File: src/rtl/core/ssp_wmem.sv
module ssp_wmem #(
    parameter int AW = 8,
    parameter int WB = 16
) (
    input  logic          i_clk,
    input  logic          i_we,
    input  logic [AW-1:0] i_waddr,
    input  logic [WB-1:0] i_wdata,
    input  logic [AW-1:0] i_raddr_a,
    input  logic [AW-1:0] i_raddr_b,
    output logic [WB-1:0] o_rdata_a,
    output logic [WB-1:0] o_rdata_b
);
    localparam int DEPTH = 1 << AW;

    logic [WB-1:0] r_mem [DEPTH];
    logic [WB-1:0] r_rdata_a;
    logic [WB-1:0] r_rdata_b;

    always_ff @(posedge i_clk) begin
        if (i_we) begin
            r_mem[i_waddr] <= i_wdata;
        end
    end

    always_ff @(posedge i_clk) begin
        r_rdata_a <= r_mem[i_raddr_a];
        r_rdata_b <= r_mem[i_raddr_b];
    end

    assign o_rdata_a = r_rdata_a;
    assign o_rdata_b = r_rdata_b;
endmodule

File: config.mk
export PLATFORM = sky130hd
export DESIGN_NAME = ssp_wmem
export DESIGN_NICKNAME = d
export VERILOG_FILES = /design/src/rtl/core/ssp_wmem.sv
export SDC_FILE = /design/constraint.sdc
export NUM_CORES = 2
export LEC_CHECK = 0
export BUFFER_PORTS_ARGS = -buffer_cell sky130_fd_sc_hd__buf_2
export CAP_MARGIN = 0
export CORE_MARGIN = 2
export CORE_UTILIZATION = 50
export CTS_BUF_LIST = sky130_fd_sc_hd__clkbuf_8 sky130_fd_sc_hd__clkbuf_16
export DETAILED_ROUTE_END_ITERATION = 16
export HOLD_SLACK_MARGIN = 0.06
export PLACE_DENSITY = 0.65
export SLEW_MARGIN = 20
export SYNTH_ARGS = -nofsm -noshare
export SYNTH_HDL_FRONTEND = slang
export SYNTH_SLANG_ARGS = --single-unit
File: constraint.sdc
create_clock -name i_clk -period 5.85 [get_ports i_clk]
set_input_delay 0.8775 -clock i_clk [delete_from_list [all_inputs] [get_ports i_clk]]
set_output_delay 0.8775 -clock i_clk [all_outputs]
set_load 0.02 [all_outputs]
==> impl_results.md <==
- Critical Path AT: 5.40 ns
- GPL Wtd Cong: about 1
- Post-DRT Antenna Nets: 0
- Post-Syn Area: 192000 um2
- Share of the clock period used by the worst path after layout: 78.4%
- Placement-stage cell area: 201000 um2
- Layout cell share with drive strength beyond 1: 30.7%
- Post-synthesis sequential area ratio: 64.5%
- Count of placed standard cells in the final layout, fillers left out: 15960
- X dimension of the die: 623 um
- Mapped Nets: 10177
- Post-CTS Hold Buffers: 0
- Unrepaired setup endpoints after global routing: false
- Worst hold path type: input port to register
- Worst Tran Pin Value: roughly 1.4 ns
- Routed wire length: around 680000 um
- Most frequent cells in the layout: sky130_fd_sc_hd__edfxtp_1 (4096), sky130_fd_sc_hd__mux4_2 (1688), sky130_fd_sc_hd__mux2i_1 (1021)
- Sinks on the clock net: 4128
- Drt drc: 0
- Synthesized area per cell: 18.9 um2
- Cell count after placement: 15097
- Number of failing hold endpoints at the final stage: 0
- Synthesized instance count: 10135
- Iteration-0 DRC Markers: 20534
- Post-synth top area cell: sky130_fd_sc_hd__edfxtp_1
- HPWL Detailed: 430000 um
- Number of synthesized register bits: 4128
- Count of boundary I/O pins: 74
- Sum Neg Setup Slack: 0 ns
- Number of distinct library cells after synthesis: between 50 and 60
- Initial Utilization: between 50% and 60%
- IO Port Bufs: 73
- Rel. slew slack: 4.57%
- Ranking of synthesized cells by area: sky130_fd_sc_hd__edfxtp_1 (64%), sky130_fd_sc_hd__mux4_2 (20%), sky130_fd_sc_hd__mux2i_1 (5.3%)
- Most common cell after layout, fill and taps aside: sky130_fd_sc_hd__edfxtp_1
- Endpoint class of the critical path: register
- Overflow left after global routing: 0
- Final design instance area without fill: 215000 um2
- Row cnt: 227
- Synth warnings: 0
- Clock latency on the worst-skew pair: just over 1 ns
- Synth top area share: 64.2%
- Final max-slew violation count: 0
- Max Fanout on Critical Path: 74
- Antenna violations before repair: 53
- Worst setup SP type: input port
- Final critical delay including setup and external delays: 4.58 ns
- Clock input transition at the sequential cells of the worst setup and hold paths: 0.06 ns
- CP Data Required Time: roughly 6.7 ns
- Maximum vdd ir drop: between 0.2 and 0.3 mV
- Path type of the worst setup path: input port to register
- Number of buffers inserted during clock tree synthesis: 432
- Synth-to-Final Area Change: 12.3%
- Core Region: 382000 um2
- Number of search-and-repair iterations in the first detailed-routing pass: 8
- Maximum buffer depth of the clock tree: 4
- Maximum level of the CTS H-tree: 5
- Via count normalized by instance count: roughly 7.4
- Count of instances resized after the clock tree is built: 0
- Post-DR wirelength/cell: about 43 um
- Clock tree from TritonCTS: done
- Total die area: slightly below 400000 um2
- EDFF count, synth: 4096
- Via count of the first global-routing pass: 115295
- Total global-route track usage: 34.5%
- Root buffer selected by CTS: sky130_fd_sc_hd__clkbuf_16
- Vertical die dimension: 623 um
- Async SR Flop Fraction: 0%
- Flip-flop cell with the highest count after synthesis: sky130_fd_sc_hd__edfxtp_1
- Count of max-cap constraint violations: 0
- Static leakage: 69.1 nW
- Maximum number of pins on one net before global-route repair: 178
- Cell Pwr Density: 306 nW/um2
- Min setup slack post-route: roughly 1.3 ns
- Outcome: finished, final reports clean
- Global-route wire length before repair: between 900000 and 1000000 um
- Worst setup skew after layout: 0.0511 ns
- Vias: 118047
- Endpoints failing setup: 0
- End-of-flow core utilization: 56.3%
- Post-CTS repair timing setup buffer count: 0
- Max frequency: 218 MHz
- Nets@finish: about 11000
- Worst slack, placed: 0.476 ns
[power by group]
part	switching, W	total [W]	internal, W
Combinational	0.00372	0.00568	0.00196
Clock	0.0118	0.0274	0.0156
Sequential	0.000143	0.0328	0.0326
[worst max-delay path, stage by stage]
cell,delay [ns]
sky130_fd_sc_hd__buf_4,0.48
sky130_fd_sc_hd__nand2b_4,0.44
sky130_fd_sc_hd__buf_12,0.36
sky130_fd_sc_hd__buf_4,0.38
sky130_fd_sc_hd__o221ai_1,0.31
sky130_fd_sc_hd__o22ai_1,0.14
sky130_fd_sc_hd__o21ai_0,0.81
sky130_fd_sc_hd__nand4_1,0.15
sky130_fd_sc_hd__a211o_1,0.39
sky130_fd_sc_hd__a211oi_2,0.77
[synth_stat cells (102+ instances only)]
| cell type | number |
|---|---|
| sky130_fd_sc_hd__mux4_2 | 1688 |
| sky130_fd_sc_hd__o221ai_1 | 418 |
| sky130_fd_sc_hd__mux2i_1 | 1021 |
| sky130_fd_sc_hd__nor2_1 | 355 |
| sky130_fd_sc_hd__nand2_1 | 257 |
| sky130_fd_sc_hd__a22oi_1 | 119 |
| sky130_fd_sc_hd__buf_1 | 102 |
| sky130_fd_sc_hd__a21oi_1 | 210 |
| sky130_fd_sc_hd__buf_2 | 153 |
| sky130_fd_sc_hd__edfxtp_1 | 4096 |
| sky130_fd_sc_hd__o22ai_1 | 281 |
| sky130_fd_sc_hd__clkbuf_1 | 382 |
| sky130_fd_sc_hd__nor3_1 | 185 |
[final timing paths]
check,start,endpoint,slack [ns],depth (start not counted)
worst max-delay path,i_raddr_a[2],o_rdata_a[2],1.27,10
worst min-delay path,i_wdata[4],r_mem[12][4],0.32,1
worst max register to register,r_mem[60][2],o_rdata_b[2],2.38,6
worst min register to register,r_mem[222][12],o_rdata_b[12],1.05,6
[cell families after synthesis]
family / synth area share, %
DFF: 64.5
muxes: 25.2
buffers and inverters: 2.47
and+or+nand+nor: 2.43
AOI/OAI and AO/OA: 5.40
[final cells by class]
type	instances	area [um2]
fillers	28347	167000
flip-flops and latches	4128	124000
multi-input cells	5151	64100
clock buffers	444	11000
repair buffers	774	6950
well taps	5038	6300
clock inverters	345	2860
diodes	74	185
inverters	6	41.3
[per-layer routing]
metal / global-route usage, % / up-vias / routed length [um]
li1: - / 44777 / -
met1: 45.2 / 62264 / 234000
met2: 51.3 / 9306 / 304000
met3: 9.20 / 1682 / 87800
met4: 22.3 / 18 / 52700
met5: 0 / - / 121
[registers in the layout, summed over array words and instances, names as in the netlist]
signal,count
o_rdata_a,16
o_rdata_b,16
r_mem,4096
[through the flow]
stage | hold WS (ns) | total power (W)
final | 0.317 | 0.0658
after global routing | 0.307 | 0.0670
after CTS | 0.265 | 0.0658
after detailed placement | 1.04 | 0.0389
after global placement | 1.01 | 0.0388
after floorplan | 0.897 | 0.0364
Power figures use the tool's default switching activity.
