===== src/rtl/core/ssp_cell.sv =====
module ssp_cell #(
    parameter int IW  = 4,
    parameter int DB  = 21,
    parameter int WB  = 16,
    parameter int IDX = 0
) (
    input  logic                    i_clk,
    input  logic                    i_rst_n,
    input  logic                    i_clear,
    input  logic [1+1+IW+DB-1:0]    i_tok,
    input  logic [IW+DB+WB-1:0]     i_bc,
    output logic [1+1+IW+DB-1:0]    o_tok,
    output logic [1+DB-1:0]         o_st
);
    // running minimum traveling down the chain
    typedef struct packed {
        logic          active;
        logic          found;
        logic [IW-1:0] idx;
        logic [DB-1:0] cost;
    } t_tok;

    // settled node of this round and the edge weight to this cell
    typedef struct packed {
        logic [IW-1:0] u;
        logic [DB-1:0] du;
        logic [WB-1:0] w;
    } t_bc;

    typedef struct packed {
        logic          reached;
        logic [DB-1:0] cost;
    } t_cst;

    t_tok          tok_in;
    t_bc           bc;
    t_tok          r_tok;
    t_tok          n_tok;
    t_cst          st;
    logic [DB-1:0] r_dist;
    logic [DB-1:0] n_dist;
    logic          r_reached;
    logic          n_reached;
    logic          r_settled;
    logic          n_settled;
    logic [DB-1:0] cand;

    assign tok_in = i_tok;
    assign bc     = i_bc;
    assign cand   = bc.du + DB'(bc.w);

    always_comb begin
        n_dist    = r_dist;
        n_reached = r_reached;
        n_settled = r_settled;
        n_tok     = tok_in;
        if (tok_in.active) begin
            if (bc.u == IW'(IDX)) begin
                n_settled = 1'b1;
                n_reached = 1'b1;
                n_dist    = bc.du;
            end else if (!r_settled && bc.w != '0 && (!r_reached || cand < r_dist)) begin
                n_dist    = cand;
                n_reached = 1'b1;
            end
            // strict compare keeps the lowest index on ties
            if (n_reached && !n_settled && (!tok_in.found || n_dist < tok_in.cost)) begin
                n_tok.found = 1'b1;
                n_tok.idx   = IW'(IDX);
                n_tok.cost  = n_dist;
            end
        end
    end

    always_ff @(posedge i_clk) begin
        if (!i_rst_n) begin
            r_reached <= 1'b0;
            r_settled <= 1'b0;
            r_tok     <= '0;
        end else if (i_clear) begin
            r_reached <= 1'b0;
            r_settled <= 1'b0;
            r_tok     <= '0;
        end else begin
            r_reached <= n_reached;
            r_settled <= n_settled;
            r_tok     <= n_tok;
        end
    end

    always_ff @(posedge i_clk) begin
        r_dist <= n_dist;
    end

    assign st.reached = r_reached;
    assign st.cost    = r_dist;
    assign o_tok      = r_tok;
    assign o_st       = st;
endmodule


===== config.mk =====
export PLATFORM = sky130hd
export DESIGN_NAME = ssp_cell
export DESIGN_NICKNAME = d
export VERILOG_FILES = /design/src/rtl/core/ssp_cell.sv
export SDC_FILE = /design/constraint.sdc
export NUM_CORES = 1
export LEC_CHECK = 0
export BUFFER_PORTS_ARGS = -buffer_cell sky130_fd_sc_hd__buf_2
export CAP_MARGIN = 20
export CORE_MARGIN = 3
export CORE_UTILIZATION = 48
export CTS_CLUSTER_DIAMETER = 40
export DETAILED_ROUTE_END_ITERATION = 7
export PLACE_DENSITY = 0.79
export SLEW_MARGIN = 10
export SYNTH_ARGS = -nofsm -noshare
export SYNTH_HDL_FRONTEND = slang
export SYNTH_SLANG_ARGS = --single-unit

===== constraint.sdc =====
create_clock -name i_clk -period 6.52 [get_ports i_clk]
set_input_delay 0.978 -clock i_clk [delete_from_list [all_inputs] [get_ports i_clk]]
set_output_delay 0.978 -clock i_clk [all_outputs]
set_load 0.01 [all_outputs]

==> out/metrics.yaml, run 1 <==
clock_latency_ns: 0.30
initial_core_util_pct: 51.0
numCtsBuffers: 5
slowest_delay_ns: 0.36
pre_cts_ws_ns: -0.336
async_flop_share_pct: 0
synth-edff-count: 21
n_fill_cell: 672
path_class: "in -> reg"
seq_power_share_pct: 32.8
use_met1_pct: 37.0
gp_congestion: 0.911
p_switching_mw: 0.442
p_int_mw: 0.724
p_leak_nw: 2.87
wl_per_cell_um: 17.6
whs_ns: 0.560
antenna_cells: 0
design_area_sq_um: 5880
ir_drop_mv: 0.167
cp_max_fo: 7
tightest_slew_ns: 0.983
clock_path_buffers: 2
grt_pass1_wl_mm: 21.8
synthesis.area_sq_um: 4310
die_area_sq_um: 10200
synth.avg_cell_area_sq_um: 8.33
final_nets: 834
ioPinCount: 120
grtUsageTotal_pct: 26.8
p_comb_share_pct: 51.1
rows: 33
timing.final.crit_share_pct: 98.1
drive_gt1_share_pct: 36.6
cts.reportedPaths.clkPinSlew_ns: 0.09
vias: 4708
hold_violations: 0
grt_max_degree: 26
firstDrtPassIters: 6
syn2layout_area_growth_pct: 36.3
post-route-min-period_ns: 6.40
final_max_slew_viol_count: 0
ys.flop_type: "dfxtp_1"
switching_share_pct: 37.9
cp.required_ns: 6.68
top_usage_layer: "met2"
remaining_drc_errors: 0
final_cell_mix: "119 x buf_2, 78 x buf_4, 59 x inv_1"
antenna_left: 0
cp_top_family: "compound AO/OA/AOI/OAI gates"
yosysUniqueCellTypes: 58
io_buffer_count: 119
cts_hold_buf: 0
crit_buf_inv: 6
drtIter0Drc: 355
worst-endpoint-arrival_ns: 6.55
met3_usage_pct: 2.84
core_sq_um: 8460
end_kind: "flop"
syn_nets: 646
cts_tree: "built"
cap_violations: 0
yosys_register_bits: 50
vias_per_cell: 5.80
place_area_sq_um: 5480
multiInputGateArea_sq_um: 2940
setup_viol: 0
syn-instance-count: 518
status: "complete, no violations"
crit_top_cell: "buf_4"
wl_mm: 14.3
use_met2_pct: 45.1
die_w_um: 101
critPathSlowestCell: "fa_2"
regArea_sq_um: 1210
grt_overflow_total: 0
final_common_cell: "buf_2"
yosys_warnings: 0
htreeDepth: 2
max_freq_ghz: 0.156
skew_ns: 0.00777
hp-class: "reg -> reg"
cts_sinks: 50
cts-root-buf: "clkbuf_8"
fp.dieH_um: 101
grt_pass1_vias: 4425
clkPwrFrac_pct: 16.1
post-dp-hpwl_mm: 11.4
final.setup.worst_slack_ns: 0.121
ys_seq_area_share_pct: 28.1
antenna_found_initial: 0
slew_headroom_pct: 34.3
cp-start-kind: "primary input"
power_density_nw_per_um2: 198
[path summary, 6_finish.rpt]
check | start | slack, ns | endpoint | cells after the start
worst max-delay path | i_bc[0] | 0.12 | o_tok[13]$_SDFF_PP0_ | 31
worst min-delay path | r_reached$_SDFFE_PP0P_ | 0.56 | r_reached$_SDFFE_PP0P_ | 2
worst max register to register | r_dist[11]$_DFFE_PP_ | 2.11 | o_tok[13]$_SDFF_PP0_ | 21
worst min register to register | r_reached$_SDFFE_PP0P_ | 0.56 | r_reached$_SDFFE_PP0P_ | 2
[power groups by stage]
stage / registers [mW] / clock network, mW / logic [mW]
after floorplan: 0.398 / 0 / 0.287
after global placement: 0.388 / 0 / 0.510
after detailed placement: 0.388 / 0 / 0.528
after CTS: 0.381 / 0.189 / 0.535
after global routing: 0.384 / 0.202 / 0.652
final: 0.382 / 0.188 / 0.596
[cells by family after synthesis]
logic type / share of synthesized area [%]
compound gates: 24.9
simple gates: 17.5
buf+inv: 7.95
fa+ha+maj: 16.7
flops: 28.1
xor+xnor: 3.25
mux: 1.62
[per-stage QoR]
step                      instances  setup TNS [ns]  power, mW  utilization [%]
final                           812               0       1.17             69.4
after global placement          793           -1.02      0.898             64.7
after floorplan                 518               0      0.686                -
after global routing            812           -2.16       1.24             69.4
after detailed placement        793           -7.17      0.916             64.7
after CTS                       801               0       1.10             66.0
[sequential cells by signal (all words and copies together), names as in the netlist]
signal and flops:
o_tok 27, r_dist 21, r_settled 1, r_reached 1
[cell type report]
class,count,area share (%)
multi-input combinational,387,50.0
timing repair buffer,203,21.8
sequential,50,20.6
inverter,59,3.77
tap,105,2.23
clock buffer,6,1.40
clock inverter,2,0.192
[synth_stat cells (all sizes together) (2+ instances only)]
cell,instances,area [sq um]
a31oi,11,68.8
ha,56,701
o21ai,24,124
nand2b,2,12.5
nor4,11,81.3
inv,59,221
xor2,5,43.8
nand4,6,37.5
a211oi,16,135
edfxtp,21,631
nor3b,6,65.1
buf,9,72.6
dfxtp,29,581
o21a,11,82.6
a21o,10,75.1
mux2i,7,70.1
a311oi,4,35.0
o211ai,3,22.5
o2111ai,6,70.1
nor3,9,45.0
o211a,2,20.0
o22ai,5,37.5
a2111oi,5,43.8
and2,4,25.0
a31o,9,78.8
nor2,31,116
a21oi,37,185
nor2b,5,31.3
clkbuf,13,48.8
nand3,18,95.1
xnor2,11,96.3
o31ai,3,22.5
nand2,56,210
[worst min-delay path, stage by stage (launching register included)]
cell and delay, ns:
dfxtp_1 0.35, inv_1 0.10, a21oi_1 0.06
[routing by layer]
layer	part of all wire, %	up-vias
li1	-	2271
met1	43	2189
met2	47	225
met3	8.4	23
met4	1.6	0
met5	0	-
[repair_timing]
item,CTS,global route
cloned,0,2
setup buffers,0,9
endpoints found under the setup margin,18,25
pin swaps,0,27
resized for setup,2,50
No activity file was read; power rests on OpenSTA's default activity.
==> inputs of run 2 (changes only) <==
clock period = 5.35 ns   (was 6.52 ns; I/O delays follow)
==> out/metrics.yaml, run 2 (synthesis gave the netlist of run 1 again) <==
skew_ns: 0.0123
r2r-end: "o_tok[13]$_SDFF_PP0_"
cts.reportedPaths.clkPinSlew_ns: 0.09
cap_violations: 0
cp.required_ns: 5.50
place_area_sq_um: 6040
vias_per_cell: 5.82
antenna_left: 0
grt_max_degree: 26
rows: 33
fp.dieH_um: 101
r2r_setup_slack_ns: 0.86
drtIter0Drc: 393
grt_pass1_vias: 5137
cts-root-buf: "clkbuf_8"
hp-class: "reg -> reg"
drive_gt1_share_pct: 48.3
cp_max_fo: 7
pre_cts_ws_ns: -1.17
ir_drop_mv: 0.231
whs_ns: 0.523
numCtsBuffers: 5
crit_top_cell: "buf_4"
firstDrtPassIters: 5
worst-endpoint-arrival_ns: 6.32
syn2layout_area_growth_pct: 59.8
final.setup.worst_slack_ns: -0.824
remaining_drc_errors: 0
status: "finished, violations left"
timing.final.crit_share_pct: 115
final_max_slew_viol_count: 0
die_w_um: 101
dp.cells: 856
die_area_sq_um: 10200
grt_pass1_wl_mm: 25.3
gp_congestion: 0.870
wl_mm: 16.3
wl_per_cell_um: 18.3
antenna_cells: 0
hp-start: "r_reached$_SDFFE_PP0P_"
hold_path_depth: 2
cp-start-kind: "primary input"
htreeDepth: 2
initial_core_util_pct: 51.0
final_common_cell: "buf_4"
grt_overflow_total: 0
path_class: "in -> reg"
setup_tns_ns: -17.96
timing.rr.start: "r_dist[11]$_DFFE_PP_"
slew_headroom_pct: 32.3
post-route-min-period_ns: 6.17
tightest_slew_ns: 1.02
critPathSlowestCell: "a2111oi_1"
crit_buf_inv: 8
violations: "negative setup slack"
antenna_found_initial: 0
clock_path_buffers: 2
min_to: "r_reached$_SDFFE_PP0P_"
vias: 5201
setup_viol: 25
power_density_nw_per_um2: 237
max_freq_ghz: 0.162
final_cell_mix: "156 x buf_4, 115 x buf_2, 57 x inv_1"
slowest_delay_ns: 0.45
hold_violations: 0
largest_reg_flops: 27
post-dp-hpwl_mm: 11.8
path_depth: 31
ioPinCount: 120
cp_top_family: "compound AO/OA/AOI/OAI gates"
final_nets: 916
clock_latency_ns: 0.30
cts_tree: "built"
ff2ff_path_depth: 24
cts_sinks: 50
core_sq_um: 8460
end_kind: "flop"
io_buffer_count: 119
rsz0062_at_grt: "true"
grtUsageTotal_pct: 31.2
p_leak_nw: 3.31
design_area_sq_um: 6890
fin_cells: 894
-- run 2: worst min-delay path, stage by stage, from the launching register on --
cell	delay (ns)
dfxtp_1	0.34
inv_1	0.08
a21oi_1	0.06
-- run 2: how the worst max path moves through the flow --
stage,from,to,slack [ns]
after CTS,i_bc[0],o_tok[3]$_SDFF_PP0_,-0.55
after detailed placement,i_bc[0],o_tok[18]$_SDFF_PP0_,-1.17
after floorplan,i_bc[0],o_tok[7]$_SDFF_PP0_,-0.46
after global routing,i_bc[7],o_tok[13]$_SDFF_PP0_,-0.95
final,i_bc[6],o_tok[13]$_SDFF_PP0_,-0.82
after global placement,i_bc[0],o_tok[18]$_SDFF_PP0_,-1.02
-- run 2: per-stage QoR --
step / util (%) / total power [mW]
after floorplan: - / 0.853
after global placement: 71.4 / 1.18
after detailed placement: 71.4 / 1.19
after CTS: 79.0 / 1.55
after global routing: 81.4 / 1.72
final: 81.4 / 1.63
-- run 2: layout make-up --
cell class,count,area (sq um)
multi-input combinational,387,3270
tap,105,131
sequential,50,1210
fill,532,1570
clock buffer,6,72.6
inverter,59,221
timing repair buffer,285,1950
clock inverter,2,33.8
-- run 2: per-layer routing --
layer | vias to the layer above | part of all wire [%] | GRT usage [%]
met5 | - | 0 | 0
met4 | 0 | 1.6 | 7.15
met3 | 33 | 8.6 | 3.04
met2 | 282 | 50 | 53.4
met1 | 2440 | 40 | 42.4
li1 | 2446 | - | -
-- run 2: what timing repair did --
| item | 4_1_cts | 5_1_grt |
|---|---|---|
| pin swaps | 35 | 33 |
| gates cloned | 3 | 0 |
| setup endpoints to repair | 25 | 25 |
| endpoints found under the hold margin | 0 | 0 |
| buffers inserted | 21 | 8 |
| gates resized for setup | 63 | 39 |
| hold buffers | 0 | 0 |
-- run 2: where the power goes --
| part | internal [mW] | switching [mW] | leakage (nW) |
|---|---|---|---|
| clock network | 0.138 | 0.121 | 0.0528 |
| registers | 0.443 | 0.0236 | 0.443 |
| logic | 0.451 | 0.454 | 2.82 |
==> inputs of run 3 (changes only) <==
CAP_MARGIN = default   (was 20)
CORE_ASPECT_RATIO = 1.1   (was default)
==> out/metrics.yaml, run 3 (synthesis gave the netlist of run 1 again) <==
status: "finished, violations left"
violations: "negative setup slack"
initial_core_util_pct: 50.3
hold_violations: 0
slowest_delay_ns: 0.39
wl_mm: 19.4
gp_congestion: 0.919
grt_max_degree: 26
htreeDepth: 2
vias_per_cell: 6.19
clock_path_buffers: 2
p_leak_nw: 3.43
wl_met3_mm: 2.04
core_sq_um: 8580
remaining_drc_errors: 0
cap_violations: 0
post-dp-hpwl_mm: 11.8
top_layer: "met4"
place_area_sq_um: 6020
cp_max_fo: 5
ioPinCount: 120
end_kind: "flop"
whs_ns: 0.590
ir_drop_mv: 0.251
grt_overflow_total: 0
wl_met1_mm: 7.01
vias: 5686
syn2layout_area_growth_pct: 66.7
die_w_um: 96.4
worst-endpoint-arrival_ns: 6.45
power_density_nw_per_um2: 241
n_fill_cell: 484
antenna_found_initial: 0
rsz0062_at_grt: "true"
cp-start-kind: "primary input"
final_common_cell: "buf_4"
final_max_slew_viol_count: 0
slew_headroom_pct: 28.3
drtIter0Drc: 557
met2_length_mm: 9.40
final.setup.worst_slack_ns: -0.894
cts_hold_buf: 0
largest_reg_flops: 27
numCtsBuffers: 5
cts_sinks: 50
cts.reportedPaths.clkPinSlew_ns: 0.09
fp.dieH_um: 105
grt_pass1_vias: 5507
clock_latency_ns: 0.31
grtUsageTotal_pct: 33.8
cts-root-buf: "clkbuf_8"
cts_tree: "built"
io_buffer_count: 119
grt_pass1_wl_mm: 27.0
antenna_cells: 0
setup_viol: 25
critPathSlowestCell: "or3_1"
cp.required_ns: 5.56
design_area_sq_um: 7190
final_cell_mix: "169 x buf_4, 115 x buf_2, 56 x inv_1"
drive_gt1_share_pct: 51.3
max_freq_ghz: 0.160
hp-class: "reg -> reg"
die_area_sq_um: 10200
path_class: "in -> reg"
tightest_slew_ns: 1.08
skew_ns: 0.0152
wl_per_cell_um: 21.1
firstDrtPassIters: 6
final_nets: 934
rows: 35
pre_cts_ws_ns: -1.19
post-route-min-period_ns: 6.24
antenna_left: 0
timing.final.crit_share_pct: 117
## run 3: path summary, 6_finish.rpt
kind                                              from                endpoint  slack, ns  depth (start not counted)
worst min register to register  r_reached$_SDFFE_PP0P_  r_reached$_SDFFE_PP0P_       0.59                          2
worst min-delay path            r_reached$_SDFFE_PP0P_  r_reached$_SDFFE_PP0P_       0.59                          2
worst max-delay path                          i_bc[23]     o_tok[7]$_SDFF_PP0_      -0.89                         30
worst max register to register     r_dist[2]$_DFFE_PP_     o_tok[7]$_SDFF_PP0_       0.64                         24
## run 3: area by class of cell
type / instances / area, sq um / area share [%]
multi-input combinational: 388 / 3410 / 47.4
timing repair buffer: 302 / 2110 / 29.3
sequential: 50 / 1210 / 16.8
inverter: 59 / 221 / 3.08
tap: 111 / 139 / 1.93
clock buffer: 6 / 93.8 / 1.31
clock inverter: 2 / 10.0 / 0.139
## run 3: stage by stage
step                      setup TNS (ns)  total power, mW  cells  utilization, %
after floorplan                   -10.57            0.853    518               -
after global placement            -25.63             1.17    860            70.2
after detailed placement          -28.31             1.19    860            70.2
after CTS                         -14.59             1.59    905            80.2
after global routing              -24.47             1.81    918            83.8
final                             -19.96             1.74    918            83.8
## run 3: critical path: cells and delay by family
family | cells | cell delay [ns]
compound gates | 10 | 1.97
simple gates | 9 | 1.57
buf+inv | 6 | 0.85
fa+ha+maj | 3 | 0.82
mux | 1 | 0.26
xor+xnor | 1 | 0.14
## run 3: power breakdown
group,internal (mW),switching (mW),total [mW]
clock network,0.119,0.136,0.256
registers,0.444,0.0285,0.472
logic,0.491,0.517,1.01
## run 3: metal layers
metal  vias to the layer above  track usage, %
met5                         -               0
met4                         0            11.1
met3                       103            5.71
met2                       460            59.2
met1                      2651            41.4
li1                       2472               -
## run 3: what timing repair did
item                                    4_1_cts  5_1_grt
pin swaps                                    45       34
resized for setup                            87       44
endpoints found under the setup margin       25       25
buffers inserted                             34       14
endpoints found under the hold margin         0        0
gates cloned                                  3        0
